## src/rtl/core/fpsa_pkg.sv

```systemverilog
// ----------------------------------------------------------------------------
// fpsa_pkg
// Shared types and constants for the free page stack allocator.
// ----------------------------------------------------------------------------
package fpsa_pkg;

  localparam int unsigned MaxPages  = 32768;
  localparam int unsigned PageShift = 12;
  localparam int unsigned AddrW     = 32;
  localparam int unsigned PageNumW  = AddrW - PageShift;
  localparam int unsigned CntW      = PageNumW + 1;
  localparam int unsigned DepthW    = $clog2(MaxPages + 1);
  localparam int unsigned IdxW      = (MaxPages > 1) ? $clog2(MaxPages) : 1;
  localparam int unsigned FreeCntW  = 16;
  localparam int unsigned CfgIdxW   = 1;

  localparam logic [AddrW-1:0] KernelEndReset = 32'h8000_0000;
  localparam logic [AddrW-1:0] MemoryTopReset = 32'h8800_0000;

  localparam logic [CfgIdxW-1:0] CfgKernelEnd = 1'b0;
  localparam logic [CfgIdxW-1:0] CfgMemoryTop = 1'b1;

  typedef enum logic [1:0] {
    ActAlloc = 2'd0,
    ActFree  = 2'd1,
    ActInit  = 2'd2,
    ActNone  = 2'd3
  } action_e;

  typedef enum logic [1:0] {
    StatOk      = 2'd0,
    StatEmpty   = 2'd1,
    StatBadAddr = 2'd2,
    StatFull    = 2'd3
  } status_e;

  typedef enum logic {
    StIdle = 1'b0,
    StRead = 1'b1
  } state_e;

  typedef struct packed {
    logic [1:0]       action;
    logic [AddrW-1:0] page_addr_in;
  } in_word_t;

  typedef struct packed {
    logic [AddrW-1:0]    page_addr_out;
    logic [1:0]          status;
    logic [FreeCntW-1:0] free_count;
  } out_word_t;

  typedef struct packed {
    logic                we;
    logic                re;
    logic [IdxW-1:0]     addr;
    logic [PageNumW-1:0] wdata;
  } ram_req_t;

endpackage

```

## src/rtl/core/fpsa_ctrl.sv

```systemverilog
// ----------------------------------------------------------------------------
// fpsa_ctrl
// Stack pointer, init region tracking, sequencing and output register.
// ----------------------------------------------------------------------------
module fpsa_ctrl (
  input  logic                              clk_i,
  input  logic                              rst_ni,
  input  logic                              in_valid_i,
  output logic                              in_stall_o,
  input  fpsa_pkg::in_word_t                in_word_i,
  output logic                              out_valid_o,
  input  logic                              out_stall_i,
  output fpsa_pkg::out_word_t               out_word_o,
  input  logic [fpsa_pkg::AddrW-1:0]        kernel_end_i,
  input  logic [fpsa_pkg::AddrW-1:0]        memory_top_i,
  output fpsa_pkg::ram_req_t                ram_req_o,
  input  logic [fpsa_pkg::PageNumW-1:0]     ram_rdata_i
);

  fpsa_pkg::state_e                state_q, state_d;
  logic [fpsa_pkg::DepthW-1:0]     depth_q, depth_d;
  logic [fpsa_pkg::DepthW-1:0]     mark_q, mark_d;
  logic [fpsa_pkg::PageNumW-1:0]   base_q, base_d;
  logic                            from_init_q, from_init_d;
  logic [fpsa_pkg::PageNumW-1:0]   init_val_q, init_val_d;
  logic                            out_valid_q, out_valid_d;
  fpsa_pkg::out_word_t             out_word_q, out_word_d;

  logic                            accept;
  logic [fpsa_pkg::DepthW-1:0]     pop_idx;
  logic                            bad_addr;
  logic [fpsa_pkg::CntW-1:0]       first_page;
  logic [fpsa_pkg::CntW-1:0]       top_page;
  logic [fpsa_pkg::CntW-1:0]       region_cnt;
  logic                            init_full;
  logic [fpsa_pkg::DepthW-1:0]     init_depth;
  logic [fpsa_pkg::PageNumW-1:0]   rd_page;

  assign in_stall_o = (state_q == fpsa_pkg::StRead) || (out_valid_q && out_stall_i);
  assign accept     = in_valid_i && !in_stall_o;
  assign pop_idx    = depth_q - fpsa_pkg::DepthW'(1);

  assign bad_addr = (in_word_i.page_addr_in[fpsa_pkg::PageShift-1:0] != '0) ||
                    (in_word_i.page_addr_in < kernel_end_i) ||
                    (in_word_i.page_addr_in >= memory_top_i);

  // init region as a page range, rounded up start
  assign first_page = fpsa_pkg::CntW'(({1'b0, kernel_end_i} +
                        (fpsa_pkg::AddrW + 1)'((1 << fpsa_pkg::PageShift) - 1))
                        >> fpsa_pkg::PageShift);
  assign top_page   = {1'b0, memory_top_i[fpsa_pkg::AddrW-1:fpsa_pkg::PageShift]};
  assign region_cnt = (first_page < top_page) ? (top_page - first_page) : '0;
  assign init_full  = region_cnt > fpsa_pkg::CntW'(fpsa_pkg::MaxPages);
  assign init_depth = init_full ? fpsa_pkg::DepthW'(fpsa_pkg::MaxPages)
                                : fpsa_pkg::DepthW'(region_cnt);

  assign rd_page = from_init_q ? init_val_q : ram_rdata_i;

  always_comb begin
    state_d     = state_q;
    depth_d     = depth_q;
    mark_d      = mark_q;
    base_d      = base_q;
    from_init_d = from_init_q;
    init_val_d  = init_val_q;
    out_valid_d = out_valid_q && out_stall_i;
    out_word_d  = out_word_q;
    ram_req_o   = '0;

    unique case (state_q)
      fpsa_pkg::StIdle: begin
        if (accept) begin
          out_valid_d              = 1'b1;
          out_word_d.page_addr_out = '0;
          out_word_d.status        = fpsa_pkg::StatOk;
          out_word_d.free_count    = fpsa_pkg::FreeCntW'(depth_q);
          unique case (fpsa_pkg::action_e'(in_word_i.action))
            fpsa_pkg::ActAlloc: begin
              if (depth_q == '0) begin
                out_word_d.status = fpsa_pkg::StatEmpty;
              end else begin
                out_valid_d    = 1'b0;
                depth_d        = pop_idx;
                from_init_d    = pop_idx < mark_q;
                init_val_d     = base_q + fpsa_pkg::PageNumW'(pop_idx);
                if (pop_idx < mark_q) begin
                  mark_d = pop_idx;
                end
                ram_req_o.re   = 1'b1;
                ram_req_o.addr = pop_idx[fpsa_pkg::IdxW-1:0];
                state_d        = fpsa_pkg::StRead;
              end
            end
            fpsa_pkg::ActFree: begin
              if (bad_addr) begin
                out_word_d.status = fpsa_pkg::StatBadAddr;
              end else if (depth_q >= fpsa_pkg::DepthW'(fpsa_pkg::MaxPages)) begin
                out_word_d.status = fpsa_pkg::StatFull;
              end else begin
                ram_req_o.we          = 1'b1;
                ram_req_o.addr        = depth_q[fpsa_pkg::IdxW-1:0];
                ram_req_o.wdata       =
                  in_word_i.page_addr_in[fpsa_pkg::AddrW-1:fpsa_pkg::PageShift];
                depth_d               = depth_q + fpsa_pkg::DepthW'(1);
                out_word_d.free_count = fpsa_pkg::FreeCntW'(depth_q + fpsa_pkg::DepthW'(1));
              end
            end
            fpsa_pkg::ActInit: begin
              depth_d               = init_depth;
              mark_d                = init_depth;
              base_d                = first_page[fpsa_pkg::PageNumW-1:0];
              out_word_d.status     = init_full ? fpsa_pkg::StatFull : fpsa_pkg::StatOk;
              out_word_d.free_count = fpsa_pkg::FreeCntW'(init_depth);
            end
            fpsa_pkg::ActNone: begin
            end
            default: begin
            end
          endcase
        end
      end
      fpsa_pkg::StRead: begin
        out_valid_d              = 1'b1;
        out_word_d.page_addr_out = {rd_page, {fpsa_pkg::PageShift{1'b0}}};
        out_word_d.status        = fpsa_pkg::StatOk;
        out_word_d.free_count    = fpsa_pkg::FreeCntW'(depth_q);
        state_d                  = fpsa_pkg::StIdle;
      end
      default: begin
        state_d = fpsa_pkg::StIdle;
      end
    endcase
  end

  always_ff @(posedge clk_i or negedge rst_ni) begin
    if (!rst_ni) begin
      state_q     <= fpsa_pkg::StIdle;
      depth_q     <= '0;
      mark_q      <= '0;
      out_valid_q <= 1'b0;
    end else begin
      state_q     <= state_d;
      depth_q     <= depth_d;
      mark_q      <= mark_d;
      out_valid_q <= out_valid_d;
    end
  end

  always_ff @(posedge clk_i) begin
    base_q      <= base_d;
    from_init_q <= from_init_d;
    init_val_q  <= init_val_d;
    out_word_q  <= out_word_d;
  end

  assign out_valid_o = out_valid_q;
  assign out_word_o  = out_word_q;

endmodule

```

## config.mk

```make
export PLATFORM = sky130hd
export DESIGN_NAME = fpsa_ctrl
export DESIGN_NICKNAME = d
export VERILOG_FILES = /design/src/rtl/core/fpsa_pkg.sv /design/src/rtl/core/fpsa_ctrl.sv
export SDC_FILE = /design/constraint.sdc
export NUM_CORES = 1
export LEC_CHECK = 0
export ABC_AREA = 1
export BUFFER_PORTS_ARGS = -buffer_cell sky130_fd_sc_hd__buf_2
export CAP_MARGIN = 40
export CORE_MARGIN = 8
export CORE_UTILIZATION = 30
export DETAILED_ROUTE_END_ITERATION = 10
export PLACE_DENSITY = 0.54
export RECOVER_POWER = 100
export SLEW_MARGIN = 20
export SYNTH_ARGS = -nofsm -noshare
export SYNTH_HDL_FRONTEND = slang
export SYNTH_SLANG_ARGS = --single-unit
```

## constraint.sdc

```tcl
create_clock -name clk_i -period 4.79 [get_ports clk_i]
set_input_delay 0.2395 -clock clk_i [delete_from_list [all_inputs] [get_ports clk_i]]
set_output_delay 0.2395 -clock clk_i [all_outputs]
set_load 0.01 [all_outputs]
```

==> impl_summary.md <==
Run status
The flow ran to the end, and the final reports show no timing, DRC or antenna violations.

Routing
In the routed layout, each cell is associated on average with a via count of 4.824. The routed length per placed instance is 16.81 um. The number of DRC violations after detailed routing is 0. The number of vias after detailed routing is 10.49k. The first-iteration detailed-routing DRC count is 663. The first TritonRoute pass finished after 5 iterations. The count of nets left with antenna violations once routing finished came out at 0. The final layout contains routed wiring with a total length of 36540 um.

Power
Sequential cells account for 29.5% of the total power. In this run the power spent charging and discharging nets is 1805 uW. The portion of total power attributed to the clock network is 29.9%. Summed over all cells, the static leakage comes to 0.006431 uW. Net switching is 38.29% of the power. In this run the power density over the cells is 363.7 nW/um^2. Per report_power, the combinational group accounts for 40.6% of the total. The worst-case IR drop observed on VDD is 0.1903 mV.

The internal power is 2909 uW.

Clocking
The number of buffers created by CTS is 17. The clock-pin slew on the worst setup and hold paths is 60 ps. The later pin in the worst-skew pair is clocked with a latency of 430 ps. The TritonCTS clock tree is built. In this run the post-CTS setup repair buffer count came out at 0. In this run the number of H-tree levels came out at 4. The library cell used as clock root buffer is sky130_fd_sc_hd__clkbuf_16.

The clock passes through at most 2 buffers. Clock tree synthesis found a total of 113 sinks.

STA
Based on the critical path, the design can be clocked at up to 228.7 MHz. On the final layout, the worst hold slack is 54.86 ps. The number of failing hold endpoints at the final stage came to 0.

Counting I/O delays and the setup requirement, the final critical path takes 4372 ps. After layout, the worst path uses 91.28% of the clock period. Setup violations remaining at the end of the flow were counted as 0. In this run the tightest slew margin relative to its limit is 27.10%. The post-route setup TNS is 0 ps. The transition time at the pin with the least slew margin is 1094 ps. Setup repair after global routing left no endpoint under its margin.

The max-slew violation total from the final report is 0. The clock tree skew after final layout is 9.628 ps. Setup slack closes at 417.8 ps.

Setup path
The worst path required time is 5090 ps. The worst register-to-register path begins at depth_q[1]$_DFFE_PN0P_. Data on the critical path arrives at its endpoint at 4670 ps. The startpoint of the most critical setup path is depth_q[1]$_DFFE_PN0P_. The type of the setup path with the least slack is register to register. The kind of end point of the critical path is a register.

The register-to-register path setup slack is 420 ps. The number of cell instances on the worst register-to-register path is 21. In this run the worst path has a maximum fanout of 27.

The worst register-to-register path ends at mark_q[11]$_DFFE_PN0P_. The startpoint class of the critical path is a register.

Synthesis
The register bit total from synthesis is 113. For this run, the number of Yosys warnings is 0. By count the netlist is led by sky130_fd_sc_hd__nand2_1 (258), sky130_fd_sc_hd__inv_1 (234), sky130_fd_sc_hd__nor2_1 (177). In the post-synthesis netlist, the biggest area contributors are sky130_fd_sc_hd__edfxtp_1 (22%), sky130_fd_sc_hd__ha_1 (14%), sky130_fd_sc_hd__nand2_1 (9.0%).

After synthesis, the largest area contributor takes up 22.10% of total cell area. In the post-synthesis netlist, the cell with the most instances is sky130_fd_sc_hd__nand2_1. The proportion of synthesized chip area in sequential cells is 30.02%. The post-synthesis instance area is 10740 um^2. The number of flops mapped to enable cells by yosys is 79. Synthesis handed over a netlist of 1475 instances. In this run, distinct cell masters in the synthesized netlist total 52. Counting flops with an async set or reset pin after synthesis yields a share of 30.09%.

The dominant register cell in the synthesized netlist is sky130_fd_sc_hd__edfxtp_1. The dominant cell type by area after synthesis is sky130_fd_sc_hd__edfxtp_1. After synthesis, the mean cell area works out to 7.279 um^2.

Floorplan
The number of top-level pins is 211. The die boundary height is 205.2 um. The die covers 42100 um^2.

The floorplan step set the die width to 205.2 um. After floorplanning, the core was sized to cover 35400 um^2. The initialized floorplan defines 69 standard-cell rows. The initial utilization of the core area, before any placement, comes to 30.33%.

Hold path
The worst hold path terminates at out_valid_o$_DFF_PN0_. The kind of path behind the tightest hold check is primary input to register. The depth of the worst hold-timing path is 3. The hold path startpoint is out_stall_i.

Finish
The number of antenna diodes in the final layout is 0. The layout has 3856 filler cells. The net count of the finished layout is 1943. The fraction of layout instances using a drive strength above 1 is 14.65%. The synthesis-to-layout area growth is 20.70%.

Global route
The initial antenna violation count is 0. The number of global-route vias before repair is 10.16k. The all-layer global routing usage is 17.17%. Entering global routing, the biggest net connects 32 pins. The first global-routing pass estimated 56410 um of wire. For this run the aggregate overflow at the end of global routing stands at 0.

Placed design
The final weighted congestion in routability-driven placement is 0.9791. Input and output buffers added on the ports amount to 198. Timing analysis after detailed placement gives a worst setup slack of 64.07 ps. The half-perimeter wire length after placement is 30620 um.

Run
Across the run, the number of max-cap violations was 0.
-- timing repair --
item	CTS	global route
gates resized for setup	0	5
hold buffers	1	0
hold endpoints to repair	16	0
endpoints found under the setup margin	0	12
-- sequential cells by signal, summed over array words and instances (netlist names) --
| register | flops |
|---|---|
| from_init_q | 1 |
| init_val_q | 20 |
| out_valid_o | 1 |
| mark_q | 16 |
| depth_q | 16 |
| out_word_o | 38 |
| base_q | 20 |
| state_q | 1 |
-- cell usage in the layout (no fill, tap or decap), types with 15 or more instances in the layout --
master	synthesis	routed
sky130_fd_sc_hd__dfrtp_1	34	34
sky130_fd_sc_hd__clkbuf_16	0	17
sky130_fd_sc_hd__nand3_1	56	62
sky130_fd_sc_hd__xor2_1	37	36
sky130_fd_sc_hd__nand2_1	258	259
sky130_fd_sc_hd__nand4_1	31	31
sky130_fd_sc_hd__inv_1	234	234
sky130_fd_sc_hd__nor3_1	25	25
sky130_fd_sc_hd__nor2_1	177	176
sky130_fd_sc_hd__clkbuf_1	33	91
sky130_fd_sc_hd__buf_2	1	121
sky130_fd_sc_hd__a21oi_1	112	112
sky130_fd_sc_hd__o21ai_0	71	84
sky130_fd_sc_hd__edfxtp_1	79	79
sky130_fd_sc_hd__o21ai_1	28	15
sky130_fd_sc_hd__a22oi_1	29	29
sky130_fd_sc_hd__buf_4	16	31
sky130_fd_sc_hd__ha_1	119	119
-- power by group through the flow --
stage	logic [uW]	clock network [uW]	registers, uW
2_1_floorplan	1320	0	1350
3_3_place_gp	1920	0	1410
3_5_place_dp	1940	0	1410
4_1_cts	1950	1440	1390
5_1_grt	2160	1470	1410
6_report	1910	1410	1390
-- cell type report --
cell class / count / area (um^2) / area share (%)
clock buffer: 18 / 439.2 / 3.389
clock inverter: 14 / 212.7 / 1.641
inverter: 248 / 930.9 / 7.184
multi-input combinational: 1072 / 6335 / 48.88
sequential: 113 / 3223 / 24.87
tap: 461 / 576.8 / 4.451
timing repair buffer: 248 / 1241 / 9.578
-- how the worst max path moves through the flow --
stage                               to  slack (ps)
3_5_place_dp   out_word_o[2]$_DFFE_PP_          60
5_1_grt        out_word_o[4]$_DFFE_PP_          20
4_1_cts        out_word_o[2]$_DFFE_PP_         490
2_1_floorplan  out_word_o[8]$_DFFE_PP_         680
6_report        mark_q[11]$_DFFE_PN0P_         420
3_3_place_gp   out_word_o[2]$_DFFE_PP_         180
-- layer usage --
layer	vias to the layer above	global-route usage (%)	routed length (um)
li1	5334	-	-
met1	4805	23.17	17190
met2	305	28.05	16930
met3	43	2.724	1787
met4	0	4.876	637
met5	-	0	0
-- metrics by stage --
stage	power (uW)	util (%)	instances	cell area (um^2)
after detailed placement	3346	35.30	2139	12490
final	4713	36.61	2174	12960
after CTS	4775	37.17	2172	13160
after global placement	3325	35.16	2137	12450
after floorplan	2671	-	1486	10780
after global routing	5042	36.61	2174	12960
-- logic make-up (layout without fill, tap and decap cells) --
family | after synthesis | after routing | share of synthesized area [%]
adders and majority gates | 121 | 121 | 14.24
other | 1 | 12 | 0.03493
and+or+nand+nor | 612 | 612 | 25.87
DFF | 113 | 113 | 30.02
buffers and inverters | 301 | 528 | 11.20
AOI/OAI and AO/OA | 282 | 282 | 14.96
xor gates and xnor gates | 45 | 45 | 3.671
-- critical path: stages, from the launching register on --
cell,delay [ps]
sky130_fd_sc_hd__dfrtp_1,420
sky130_fd_sc_hd__inv_1,190
sky130_fd_sc_hd__nand3_1,150
sky130_fd_sc_hd__nor3_1,270
sky130_fd_sc_hd__nand3_1,210
sky130_fd_sc_hd__xor2_1,220
sky130_fd_sc_hd__inv_1,100
sky130_fd_sc_hd__ha_1,300
sky130_fd_sc_hd__a21oi_1,150
sky130_fd_sc_hd__o21a_1,130
sky130_fd_sc_hd__a21boi_0,370
sky130_fd_sc_hd__nor2_1,80
sky130_fd_sc_hd__a2111oi_0,410
sky130_fd_sc_hd__buf_4,190
sky130_fd_sc_hd__o21ai_0,60
sky130_fd_sc_hd__a21oi_1,130
sky130_fd_sc_hd__clkbuf_1,210
sky130_fd_sc_hd__or2_2,160
sky130_fd_sc_hd__nand2_1,70
sky130_fd_sc_hd__buf_6,190
sky130_fd_sc_hd__a21oi_1,160
sky130_fd_sc_hd__a22oi_1,80
(Power assumes the default switching activity.)
